==> config.mk <==
export PLATFORM = sky130hd
export DESIGN_NAME = utf8_byte_stream_decoder
export DESIGN_NICKNAME = d
export VERILOG_FILES = /design/src/rtl/utf8d_pkg.sv /design/src/rtl/utf8_byte_stream_decoder.sv
export SDC_FILE = /design/constraint.sdc
export NUM_CORES = 1
export LEC_CHECK = 0
export ABC_AREA = 1
export BUFFER_PORTS_ARGS = -buffer_cell sky130_fd_sc_hd__buf_2
export CAP_MARGIN = 20
export CORE_UTILIZATION = 30
export CTS_CLUSTER_SIZE = 40
export DETAILED_ROUTE_END_ITERATION = 8
export PLACE_DENSITY = 0.56
export SYNTH_ARGS = -nofsm -noshare
export SYNTH_HDL_FRONTEND = slang
export SYNTH_SLANG_ARGS = --single-unit
==> constraint.sdc <==
create_clock -name clk -period 4.6 [get_ports clk]
set_input_delay 0.46 -clock clk [delete_from_list [all_inputs] [get_ports clk]]
set_output_delay 0.46 -clock clk [all_outputs]
set_load 0.02 [all_outputs]
==> src/rtl/utf8d_pkg.sv <==
// shared types and constants for the utf-8 byte stream decoder
`timescale 1ns / 1ps

package utf8d_pkg;

  localparam int CP_W = 21;

  localparam logic [1:0] ST_OK    = 2'd0;
  localparam logic [1:0] ST_BAD   = 2'd1;
  localparam logic [1:0] ST_TRUNC = 2'd2;
  localparam logic [1:0] ST_LEAD  = 2'd3;

  localparam logic [CP_W-1:0] CP_SPACE = 21'h00020;
  localparam logic [CP_W-1:0] CP_QUEST = 21'h0003F;
  localparam logic [CP_W-1:0] CP_STAR  = 21'h0002A;

  typedef struct packed {
    logic [7:0] byte_value;
    logic       last_of_string;
  } in_beat_t;

  typedef struct packed {
    logic            valid_res;
    logic [CP_W-1:0] code_point;
    logic [1:0]      status;
    logic            string_end;
  } out_beat_t;

endpackage

==> src/rtl/utf8_byte_stream_decoder.sv <==
// utf-8 byte stream decoder: input register, decode logic, result register
// throughput: one byte per cycle while the result is not stalled; the sequence state (pending count, partial
//   code point, bad flag) is updated in the single decode stage as each byte advances
// reset: synchronous, active low; clears the valid bits of both stages and the sequence state
`timescale 1ns / 1ps

module utf8_byte_stream_decoder (
  input  logic                clk,
  input  logic                rst_n,
  input  logic                in_valid,
  output logic                in_ready,
  input  utf8d_pkg::in_beat_t in_data,
  output logic                out_valid,
  input  logic                out_ready,
  output utf8d_pkg::out_beat_t out_data
);
  import utf8d_pkg::*;

  logic            s1_valid_r;
  in_beat_t        s1_data_r;
  logic            s1_adv;
  logic            out_valid_r;
  out_beat_t       out_data_r;
  out_beat_t       res_nxt;

  logic [1:0]      pend_r, pend_nxt;
  logic [CP_W-1:0] part_r, part_nxt;
  logic            bad_r, bad_nxt;
  logic [7:0]      b;
  logic            last;

  assign s1_adv   = s1_valid_r && (!out_valid_r || out_ready);
  assign in_ready = !s1_valid_r || s1_adv;
  assign out_valid = out_valid_r;
  assign out_data  = out_data_r;

  assign b    = s1_data_r.byte_value;
  assign last = s1_data_r.last_of_string;

  always_comb begin
    pend_nxt = pend_r;
    part_nxt = part_r;
    bad_nxt  = bad_r;
    res_nxt.valid_res  = 1'b0;
    res_nxt.code_point = '0;
    res_nxt.status     = ST_OK;
    res_nxt.string_end = last;
    if (pend_r == 2'd0) begin
      if (b[7:5] == 3'b000) begin
        res_nxt.valid_res  = 1'b1;
        res_nxt.code_point = CP_SPACE;
      end else if (!b[7]) begin
        res_nxt.valid_res  = 1'b1;
        res_nxt.code_point = {13'd0, b};
      end else if (b[7:6] == 2'b10) begin
        // stray continuation, dropped
      end else if (b[7:5] == 3'b110) begin
        pend_nxt = 2'd1;
        part_nxt = {16'd0, b[4:0]};
        bad_nxt  = 1'b0;
      end else if (b[7:4] == 4'b1110) begin
        pend_nxt = 2'd2;
        part_nxt = {17'd0, b[3:0]};
        bad_nxt  = 1'b0;
      end else if (b[7:3] == 5'b11110) begin
        pend_nxt = 2'd3;
        part_nxt = {18'd0, b[2:0]};
        bad_nxt  = 1'b0;
      end else begin
        res_nxt.valid_res  = 1'b1;
        res_nxt.code_point = CP_STAR;
        res_nxt.status     = ST_LEAD;
      end
      if (pend_nxt != 2'd0 && last) begin
        res_nxt.valid_res  = 1'b1;
        res_nxt.code_point = CP_QUEST;
        res_nxt.status     = ST_TRUNC;
      end
    end else begin
      bad_nxt  = bad_r || (b[7:6] != 2'b10);
      part_nxt = {part_r[CP_W-7:0], b[5:0]};
      pend_nxt = pend_r - 2'd1;
      if (pend_r == 2'd1) begin
        res_nxt.valid_res = 1'b1;
        if (bad_nxt) begin
          res_nxt.code_point = CP_QUEST;
          res_nxt.status     = ST_BAD;
        end else begin
          res_nxt.code_point = part_nxt;
        end
        bad_nxt  = 1'b0;
        part_nxt = '0;
      end else if (last) begin
        res_nxt.valid_res  = 1'b1;
        res_nxt.code_point = CP_QUEST;
        res_nxt.status     = ST_TRUNC;
      end
    end
    // string end returns the decoder to idle
    if (last) begin
      pend_nxt = 2'd0;
      part_nxt = '0;
      bad_nxt  = 1'b0;
    end
  end

  always_ff @(posedge clk) begin
    if (!rst_n) begin
      s1_valid_r  <= 1'b0;
      out_valid_r <= 1'b0;
      pend_r      <= 2'd0;
      part_r      <= '0;
      bad_r       <= 1'b0;
    end else begin
      if (in_ready) begin
        s1_valid_r <= in_valid;
      end
      if (s1_adv) begin
        out_valid_r <= 1'b1;
        pend_r      <= pend_nxt;
        part_r      <= part_nxt;
        bad_r       <= bad_nxt;
      end else if (out_ready) begin
        out_valid_r <= 1'b0;
      end
    end
  end

  always_ff @(posedge clk) begin
    if (in_valid && in_ready) begin
      s1_data_r <= in_data;
    end
    if (s1_adv) begin
      out_data_r <= res_nxt;
    end
  end

endmodule

After elaboration in Yosys (flattened, before gate mapping)
Index checks and enable logic that the tools add are counted.
W data, S select, Z words.
Word-level totals
  register bits: 54
  bits of input ports: 13
  output and inout port bits: 27
  logic and storage cells: 78
Operators by class
  add/sub/neg operators: 1
  equal/unequal tests: 10
  muxes and demuxes: 43
  reductions and logical operators: 13
Operator list (count)
  $mux W24: 8
  $mux W15: 9
  $mux W22: 2
  $mux W2: 11
  $mux W21: 1
  $mux W1: 12
  $ne A3 B3 Y1 const B: 3
  $eq A5 B5 Y1 const B: 1
  $ne A5 B2 Y1 const B: 1
  $reduce_and A5 Y1: 1
  $eq A4 B4 Y1 const B: 1
  $reduce_bool A2 Y1: 2
  $eq A3 B3 Y1 const B: 1
  $logic_and A1 B1 Y1: 3
  $logic_not A3 Y1: 1
  $logic_or A1 B1 Y1: 3
  $eq A2 B1 Y1 const B: 1
  $eq A2 B2 Y1 const B: 1
  $logic_not A1 Y1: 2
  $logic_not A2 Y1: 1
  $ne A2 B2 Y1 const B: 1
  $sub A2 B1 Y2 const B: 1

Depth between registers and ports, before layout
Gate-level depths: netlist of the first run.
  word-level depth: 12
  mapped depth: 11
  mapped depth without buffers: 10

Worst setup path before layout of the first run
Ideal clock, no wire load.
  path type: input to register
  from: in out_ready
  to: reg part_r[4]
  library setup time: 0.116 ns
  arrival time: 1.544 ns
  data required time: 4.484 ns
  slack: 2.940 ns
  stages on the path: 6
  path buffers: 1
  path through: inv_1 -> a21oi_4 -> nand2_4 -> buf_6 -> o21ai_0 -> nor2_1
Between the ends
  cells in the longest elaborated chain, start to end: 3
RTL lines
  start, declared: line utf8_byte_stream_decoder.sv:14  | input logic out_ready,
  $logic_or A1 B1 Y1: line utf8_byte_stream_decoder.sv:32  | assign s1_adv = s1_valid_r && (!out_valid_r || out_ready);
  $logic_and A1 B1 Y1: line utf8_byte_stream_decoder.sv:32
  named net s1_adv: line utf8_byte_stream_decoder.sv:21  | logic s1_adv;
  $reduce_and A5 Y1 (no source line)
  end signal, assigned: line utf8_byte_stream_decoder.sv:121  | part_r <= part_nxt;
  end, declared: line utf8_byte_stream_decoder.sv:27  | logic [CP_W-1:0] part_r, part_nxt;
The timed path passes the listed nets, and every way through them passes these cells.
A chain may end at the register's enable or synchronous reset.

==> results.sh, run 1 <==
export IMPL_status="complete, no violations"
export IMPL_cts_sinks=54
export IMPL_root_buffer="clkbuf_8"
export IMPL_grt_ovfl_total=0
export IMPL_end_kind="register"
export IMPL_max_freq_mhz=566.5
export IMPL_maxSlewHeadroom_pct=60.29
export IMPL_cts_buffers_inserted=5
export IMPL_first_pass_iters=4
export IMPL_synth_commonest_cells="nor2_1, nand2_1, edfxtp_1"
export IMPL_ant_nets=0
export IMPL_hold_depth=1
export IMPL_rr_worst_depth=7
export IMPL_finalCritPeriodShare_pct=38.37
export IMPL_cpLargestDelayFamily="simple AND/OR/NAND/NOR gates"
export IMPL_h_tree_depth=2
export IMPL_drv_cap=0
export IMPL_crit_fanout=12
export IMPL_grt_start_max_net_pins=31
export IMPL_antenna_found_initial=0
export IMPL_synthCells=257
export IMPL_cp_slowest_cell="dfxtp_1"
export IMPL_tightest_slew_ns=0.5956
export IMPL_diodes=0
export IMPL_cts_tree="done"
export IMPL_ys_seq_area_share_pct=60.33
export IMPL_seq_area_um2=1421
export IMPL_powerDensity_nw_per_um2=351.1
export IMPL_setup_viol=0
export IMPL_grt_use_total_pct=11.87
export IMPL_peakVddDrop_uv=95.64
export IMPL_drc=0
export IMPL_p_total_mw=0.9450
export IMPL_grt_pass1_wl_mm=7.824
export IMPL_grt_pass1_vias=1688
export IMPL_gp_congestion=0.8931
export IMPL_dieArea_um2=8212
export IMPL_multiInputGateArea_um2=755.7
export IMPL_pin_count=40
export IMPL_nets=306
export IMPL_fin_crit_ns=1.765
export IMPL_dp_hpwl_mm=3.157
export IMPL_cts_resized=0
export IMPL_hold_violations=0
export IMPL_leakage_nw=1.100
export IMPL_cp_slowest_stage_delay_ns=0.53
export IMPL_drtIter0Drc=140
export IMPL_die_x_um=90.62
export IMPL_path_depth=7
export IMPL_fin_cells=393
export IMPL_synthesis_area_um2=2356
export IMPL_cp_data_required_time_ns=4.65
export IMPL_fillers=750
export IMPL_synth_largest_area_cell="edfxtp_1"
export IMPL_whs_ns=0.3275
export IMPL_fin_util_pct=36.33
export IMPL_wirelength_mm=4.347
export IMPL_crit_type="reg2reg"
export IMPL_synth_area_top_cells="edfxtp_1, dfxtp_1, nor2_1"
export IMPL_cts_buffer_depth=2
export IMPL_synth_fp_nets=270
export IMPL_via_count=1704
export IMPL_clock_skew_ns=0.007276
export IMPL_ys_flop_type="edfxtp_1"
export IMPL_syn_avg_cell_area_um2=9.167
export IMPL_synthArstFlopShare_pct=0
export IMPL_synth_edff_count=34
export IMPL_synth_seq_cells=54
export IMPL_post_drt_via_cell_ratio=4.336
export IMPL_holdBufCountCts=0
export IMPL_wire_per_inst_um=11.06
export IMPL_synth_distinct_cells=25
export IMPL_path_buf_inv=2
export IMPL_dp_cells=385
export IMPL_synth_most_common_cell="nor2_1"
export IMPL_setup_tns_final_ns=0
export IMPL_yosys_warnings=0
export IMPL_rows=31
export IMPL_maxSlewViolCount=0
export IMPL_die_y_um=90.62
export IMPL_numPortBuffers=39
export IMPL_critPathLaunchType="register"
export IMPL_cts_setup_buffers=0
export IMPL_rsz0062_at_grt="false"
export IMPL_hp_class="in2reg"
export IMPL_cts_clk_slew_worst_paths_ns=0.10
export IMPL_layout_drive_gt1_share_pct=21.43
export IMPL_crit_arrival_ns=1.82
export IMPL_area_growth_syn_to_layout_pct=14.23
export IMPL_coreArea_um2=7408
export IMPL_crit_path_cell_trace="inv_1, nor2_1, nor2_1, inv_1, nand2_1, o21ai_1, nand2_1"
export IMPL_clk_latency_ns=0.30
export IMPL_initial_core_util_pct=31.80
export IMPL_yosysTopAreaCellShare_pct=43.34
-- where the power goes --
| part | switching [mW] | internal, mW | total [mW] |
|---|---|---|---|
| Sequential | 0.0175 | 0.547 | 0.564 |
| Clock | 0.148 | 0.105 | 0.253 |
| Combinational | 0.0862 | 0.0412 | 0.127 |
-- logic make-up (layout without fill, tap and decap cells) --
kind of cell | after synthesis | in the layout | synth area share (%)
simple gates | 136 | 136 | 25.07
buf+inv | 38 | 75 | 7.594
flops | 54 | 54 | 60.33
compound gates | 29 | 29 | 7.011
-- stage by stage --
step / instance area (µm²) / setup slack (ns)
floorplan: 2356 / 2.940
global placement: 2608 / 2.821
detailed placement: 2608 / 2.776
CTS: 2691 / 2.848
global route: 2691 / 2.593
finish: 2691 / 2.835
-- routing by layer --
metal	GRT usage [%]	part of all wire [%]
met5	0	0
met4	4.839	1.7
met3	2.104	4.1
met2	19.44	46
met1	15.43	49
-- cell usage in the layout, fill, tap and decap left out, drive strengths merged --
cell and n:
nand4 1, clkbuf 5, nor3 10, clkinv 2, o2111ai 1, dfxtp 20
edfxtp 34, a21oi 5, o211ai 1, nand3 14, a21boi 1, nand2 53
buf 40, o21ai 21, nor2 58, inv 28
-- worst paths after layout --
kind	startpoint	endpoint	slack (ns)
setup reg to reg	pend_r[1]	out_data[3]	2.83
hold / removal	in_data[4]	b[3]	0.33
hold reg to reg	part_r[10]	part_r[10]	0.49
setup / recovery	pend_r[1]	out_data[3]	2.83
-- registers in the layout, summed over array words and instances, names as in the netlist --
name        count
b               8
out_data       25
last            1
out_valid       1
pend_r          2
part_r         15
bad_r           1
s1_valid_r      1
-- layout make-up --
cell class	count	area share [%]
inverter	27	3.859
timing repair buffer	40	7.531
clock inverter	3	0.5579
clock buffer	5	2.557
tap	99	4.603
multi-input combinational	165	28.08
sequential	54	52.81
No activity file was read; power rests on OpenSTA's default activity.
==> inputs of run 2 (changes only) <==
Settings changed: PLACE_DENSITY 0.56 to 0.58.
Clock period 4.6 ns to 1.6 ns, I/O delays scaled along.
==> run 2 against run 1 <==
Sequential power rose to 2.9 times the previous value. Non-clock buffer count rose by 9. Setup slack got worse by 2.7 ns. Hold slack got worse by 0.30 ns. Critical path type unchanged. Critical endpoint is now out_data[6]. Largest cell class unchanged. Largest power group unchanged. Highest routed layer unchanged.
==> results.sh, run 2 (same netlist as run 1, synthesis figures left out) <==
export IMPL_h_tree_depth=2
export IMPL_coreArea_um2=7408
export IMPL_ant_nets=0
export IMPL_crit_path_cell_trace="buf_4, nand3_1, nand3_1, nand2_1, nand2_1, nand3_2, nand3_1"
export IMPL_max_freq_mhz=674.0
export IMPL_nets=315
export IMPL_layout_drive_gt1_share_pct=25.08
export IMPL_root_buffer="clkbuf_8"
export IMPL_r2r_end="out_data[6]"
export IMPL_fin_area_um2=2790
export IMPL_grt_ovfl_total=0
export IMPL_final_common_cell="nor2_1"
export IMPL_peakVddDrop_uv=287.0
export IMPL_setup_viol=0
export IMPL_cts_tree="done"
export IMPL_fin_crit_ns=1.484
export IMPL_cts_clk_slew_worst_paths_ns=0.09
export IMPL_initial_core_util_pct=31.80
export IMPL_grt_pass1_wl_mm=7.686
export IMPL_pin_count=40
export IMPL_first_pass_iters=4
export IMPL_mostFrequentLayoutCells="nor2_1, nand2_1, buf_2"
export IMPL_maxSlewViolCount=0
export IMPL_die_x_um=90.62
export IMPL_numPortBuffers=39
export IMPL_crit_type="reg2reg"
export IMPL_grt_use_total_pct=11.76
export IMPL_powerDensity_nw_per_um2=1003
export IMPL_hp_class="in2reg"
export IMPL_drv_cap=0
export IMPL_drc=0
export IMPL_fillers=756
export IMPL_largest_reg_flops=25
export IMPL_post_drt_via_cell_ratio=4.455
export IMPL_crit_fanout=6
export IMPL_cp_slowest_stage_delay_ns=0.48
export IMPL_clock_skew_ns=0.004075
export IMPL_status="complete, no violations"
export IMPL_rrSetupSlack_ns=0.12
export IMPL_holdBufCountCts=0
export IMPL_startpoint="b[7]"
export IMPL_drtIter0Drc=109
export IMPL_dieArea_um2=8212
export IMPL_grt_start_max_net_pins=30
export IMPL_crit_arrival_ns=1.53
export IMPL_cts_sinks=54
export IMPL_cp_slowest_cell="edfxtp_1"
export IMPL_finalCritPeriodShare_pct=92.72
export IMPL_clk_latency_ns=0.30
export IMPL_via_count=1791
export IMPL_cts_buffers_inserted=5
export IMPL_tightest_slew_ns=0.4345
export IMPL_antenna_found_initial=0
export IMPL_leakage_nw=1.154
export IMPL_place_area_um2=2673
export IMPL_cp_data_required_time_ns=1.65
export IMPL_cts_buffer_depth=2
export IMPL_grt_pass1_vias=1692
export IMPL_area_growth_syn_to_layout_pct=18.43
export IMPL_hold_violations=0
export IMPL_critPathLaunchType="register"
export IMPL_setup_worst_path_end="out_data[6]"
export IMPL_wire_per_inst_um=11.46
export IMPL_gp_congestion=0.8993
export IMPL_wirelength_mm=4.608
export IMPL_dp_hpwl_mm=3.317
export IMPL_rows=31
export IMPL_r2r_start="b[7]"
export IMPL_rr_worst_depth=7
export IMPL_whs_ns=0.02701
export IMPL_maxSlewHeadroom_pct=70.73
export IMPL_end_kind="register"
export IMPL_path_common_cell="nand3_1"
export IMPL_diodes=0
export IMPL_die_y_um=90.62
-- run 2: changes by cell type in the layout (fill, tap and decap cells not counted), sizes merged --
cell    change
clkinv      -1
clkbuf      +1
buf         +9
-- run 2: layout make-up --
class                   count  area (µm²)  share of cell area [%]
clock buffers               6       82.58                   2.960
clock inverters             2       11.26                  0.4036
flip-flops and latches     54        1423                   50.99
well taps                  99       123.9                   4.439
multi-input cells         165       763.2                   27.35
inverters                  27       103.9                   3.722
repair buffers             49       282.8                   10.13
-- run 2: how the worst min path moves through the flow --
| stage | start | endpoint | slack, ns | depth (start not counted) |
|---|---|---|---|---|
| 2_1_floorplan | in_data[1] | b[0] | 0.26 | 0 |
| 3_3_place_gp | in_data[0] | last | 0.34 | 1 |
| 3_5_place_dp | in_data[7] | b[6] | 0.34 | 1 |
| 4_1_cts | in_data[7] | b[6] | 0.02 | 1 |
| 5_1_grt | in_data[5] | b[4] | 0.02 | 1 |
| 6_report | in_data[7] | b[6] | 0.03 | 1 |
-- run 2: worst max-delay path, delay by kind of cell, from the launching register on --
family,cells,cell delay (ns)
buffers and inverters,1,0.18
flip-flops,1,0.48
AND/OR/NAND/NOR,6,0.58
-- run 2: per-layer routing --
layer | global-route usage, % | vias to the layer above | routed length, µm
li1 | - | 925 | -
met1 | 15.00 | 804 | 2155
met2 | 19.13 | 52 | 2129
met3 | 1.936 | 10 | 205
met4 | 6.048 | 0 | 117
met5 | 0 | - | 0
-- run 2: what timing repair did --
item / 4_1_cts / 5_1_grt
setup buffers: 0 / 2
setup endpoints to repair: 0 / 10
gates resized for setup: 0 / 3
endpoints found under the hold margin: 0 / 0
-- run 2: report_power, final --
group          switching (mW)  leakage (nW)  internal (mW)
registers              0.0471         0.499           1.57
logic                   0.264         0.603          0.141
clock network           0.425        0.0515          0.350
total                   0.736          1.15           2.06
-- run 2: per-stage QoR --
step	setup WS, ns	total power, mW	util [%]	setup TNS (ns)	std cells
after floorplan	0.02327	1.935	-	0	257
after global placement	0.1146	2.046	36.08	0	392
after detailed placement	0.06139	2.049	36.08	0	392
after CTS	0.03842	2.828	37.34	0	400
after global routing	-0.001678	2.939	37.66	-0.001678	402
final	0.1164	2.799	37.66	0	402
==> inputs of run 3 (changes only) <==
Settings changed: PLACE_DENSITY 0.58 to unset.
==> run 3 against run 2 <==
First-iteration DRC count increased by 12%. Via count is 1.8% lower. Setup slack worse by 0.0070 ns. Hold slack better by 0.00060 ns. Wire length is 1.2% lower. Clock power up 7.4%. Core utilization up 0.17 points. Power grew 2.1%.
==> results.sh, run 3 (same netlist as run 1, synthesis figures left out) <==
export IMPL_final_common_cell="nor2_1"
export IMPL_wl_met3_um=156
export IMPL_crit_path_cell_trace="buf_4, nand3_1, nand3_1, nand2_1, nand2_2, nand3_2, nand3_1"
export IMPL_h_tree_depth=2
export IMPL_die_x_um=90.62
export IMPL_antenna_found_initial=0
export IMPL_cts_clk_slew_worst_paths_ns=0.09
export IMPL_grt_ovfl_total=0
export IMPL_root_buffer="clkbuf_8"
export IMPL_drc=0
export IMPL_dieArea_um2=8212
export IMPL_grt_pass1_wl_mm=8.010
export IMPL_peakVddDrop_uv=317.1
export IMPL_maxSlewViolCount=0
export IMPL_cts_sinks=54
export IMPL_maxUsedRoutingLayer="met4"
export IMPL_initial_core_util_pct=31.80
export IMPL_wirelength_mm=4.554
export IMPL_tightest_slew_ns=0.4507
export IMPL_layout_drive_gt1_share_pct=25.08
export IMPL_numPortBuffers=39
export IMPL_setup_tns_final_ns=0
export IMPL_clock_skew_ns=0.01131
export IMPL_whs_ns=0.02761
export IMPL_via_count=1758
export IMPL_cp_slowest_cell="edfxtp_1"
export IMPL_dp_hpwl_mm=3.297
export IMPL_largest_reg_flops=25
export IMPL_cpLargestDelayFamily="simple AND/OR/NAND/NOR gates"
export IMPL_cts_tree="done"
export IMPL_end_kind="register"
export IMPL_max_freq_mhz=670.9
export IMPL_nets=315
export IMPL_critPathLaunchType="register"
export IMPL_powerDensity_nw_per_um2=1020
export IMPL_worst_slack_ns=0.1094
export IMPL_hp_class="in2reg"
export IMPL_fin_crit_ns=1.491
export IMPL_gp_congestion=0.9113
export IMPL_maxSlewHeadroom_pct=69.64
export IMPL_grt_use_total_pct=12.27
export IMPL_setup_viol=0
export IMPL_mostFrequentLayoutCells="nor2_1, nand2_1, buf_2"
export IMPL_wire_per_inst_um=11.33
export IMPL_rsz0062_at_grt="false"
export IMPL_area_growth_syn_to_layout_pct=18.96
export IMPL_clk_latency_ns=0.30
export IMPL_fin_area_um2=2803
export IMPL_finalCritPeriodShare_pct=93.16
export IMPL_crit_fanout=6
export IMPL_drv_cap=0
export IMPL_wl_met1_mm=2.174
export IMPL_cp_data_required_time_ns=1.64
export IMPL_die_y_um=90.62
export IMPL_grt_pass1_vias=1669
export IMPL_crit_type="reg2reg"
export IMPL_post_drt_via_cell_ratio=4.373
export IMPL_hold_violations=0
export IMPL_cp_slowest_stage_delay_ns=0.48
export IMPL_rows=31
export IMPL_status="complete, no violations"
export IMPL_drtIter0Drc=122
export IMPL_p_total_mw=2.858
export IMPL_ant_nets=0
export IMPL_path_buf_inv=1
export IMPL_place_area_um2=2673
export IMPL_cts_buffers_inserted=5
export IMPL_grt_start_max_net_pins=30
export IMPL_met2RoutedLength_mm=2.132
export IMPL_path_common_cell="nand3_1"
export IMPL_cts_buffer_depth=2
export IMPL_diodes=0
export IMPL_coreArea_um2=7408
export IMPL_dp_slack_ns=0.07893
export IMPL_leakage_nw=1.153
export IMPL_crit_arrival_ns=1.53
export IMPL_pin_count=40
export IMPL_first_pass_iters=4
-- run 3: area by class of cell --
class / instances / area [µm²]
Fill cell: 738 / 4606
Timing Repair Buffer: 49 / 282.8
Multi-Input combinational cell: 165 / 768.2
Inverter: 27 / 103.9
Sequential cell: 54 / 1423
Clock buffer: 8 / 101.3
Tap cell: 99 / 123.9
-- run 3: worst reg2reg max path, stage by stage (launching register included) --
cell and delay (ns):
edfxtp_1 0.48, buf_4 0.19, nand3_1 0.10, nand3_1 0.08, nand2_1 0.10, nand2_2 0.08, nand3_2 0.11, nand3_1 0.10
-- run 3: where the power goes --
part	internal, mW	switching, mW	total, mW
logic	0.143	0.263	0.406
registers	1.57	0.0476	1.62
clock network	0.406	0.425	0.832
total	2.12	0.736	2.86
-- run 3: worst paths after layout --
check	cells past startpoint	to	slack [ns]	start
hold / removal	1	last	0.03	in_data[0]
setup reg to reg	7	out_data[6]	0.11	b[7]
setup / recovery	7	out_data[6]	0.11	b[7]
hold reg to reg	2	part_r[6]	0.49	part_r[6]
-- run 3: stage by stage --
step | util [%] | instances
floorplan | - | 257
global placement | 36.08 | 392
detailed placement | 36.08 | 392
CTS | 37.44 | 400
global route | 37.83 | 402
finish | 37.83 | 402
-- run 3: per-layer routing --
layer,global-route usage [%],vias to the layer above
met5,0,-
met4,5.242,0
met3,2.525,8
met2,19.57,37
met1,16.08,794
li1,-,919
-- run 3: timing repair --
| item | 4_1_cts | 5_1_grt |
|---|---|---|
| hold buffers | 0 | 0 |
| resized for setup | 0 | 6 |
| endpoints found under the setup margin | 0 | 11 |
| buffers inserted | 0 | 2 |
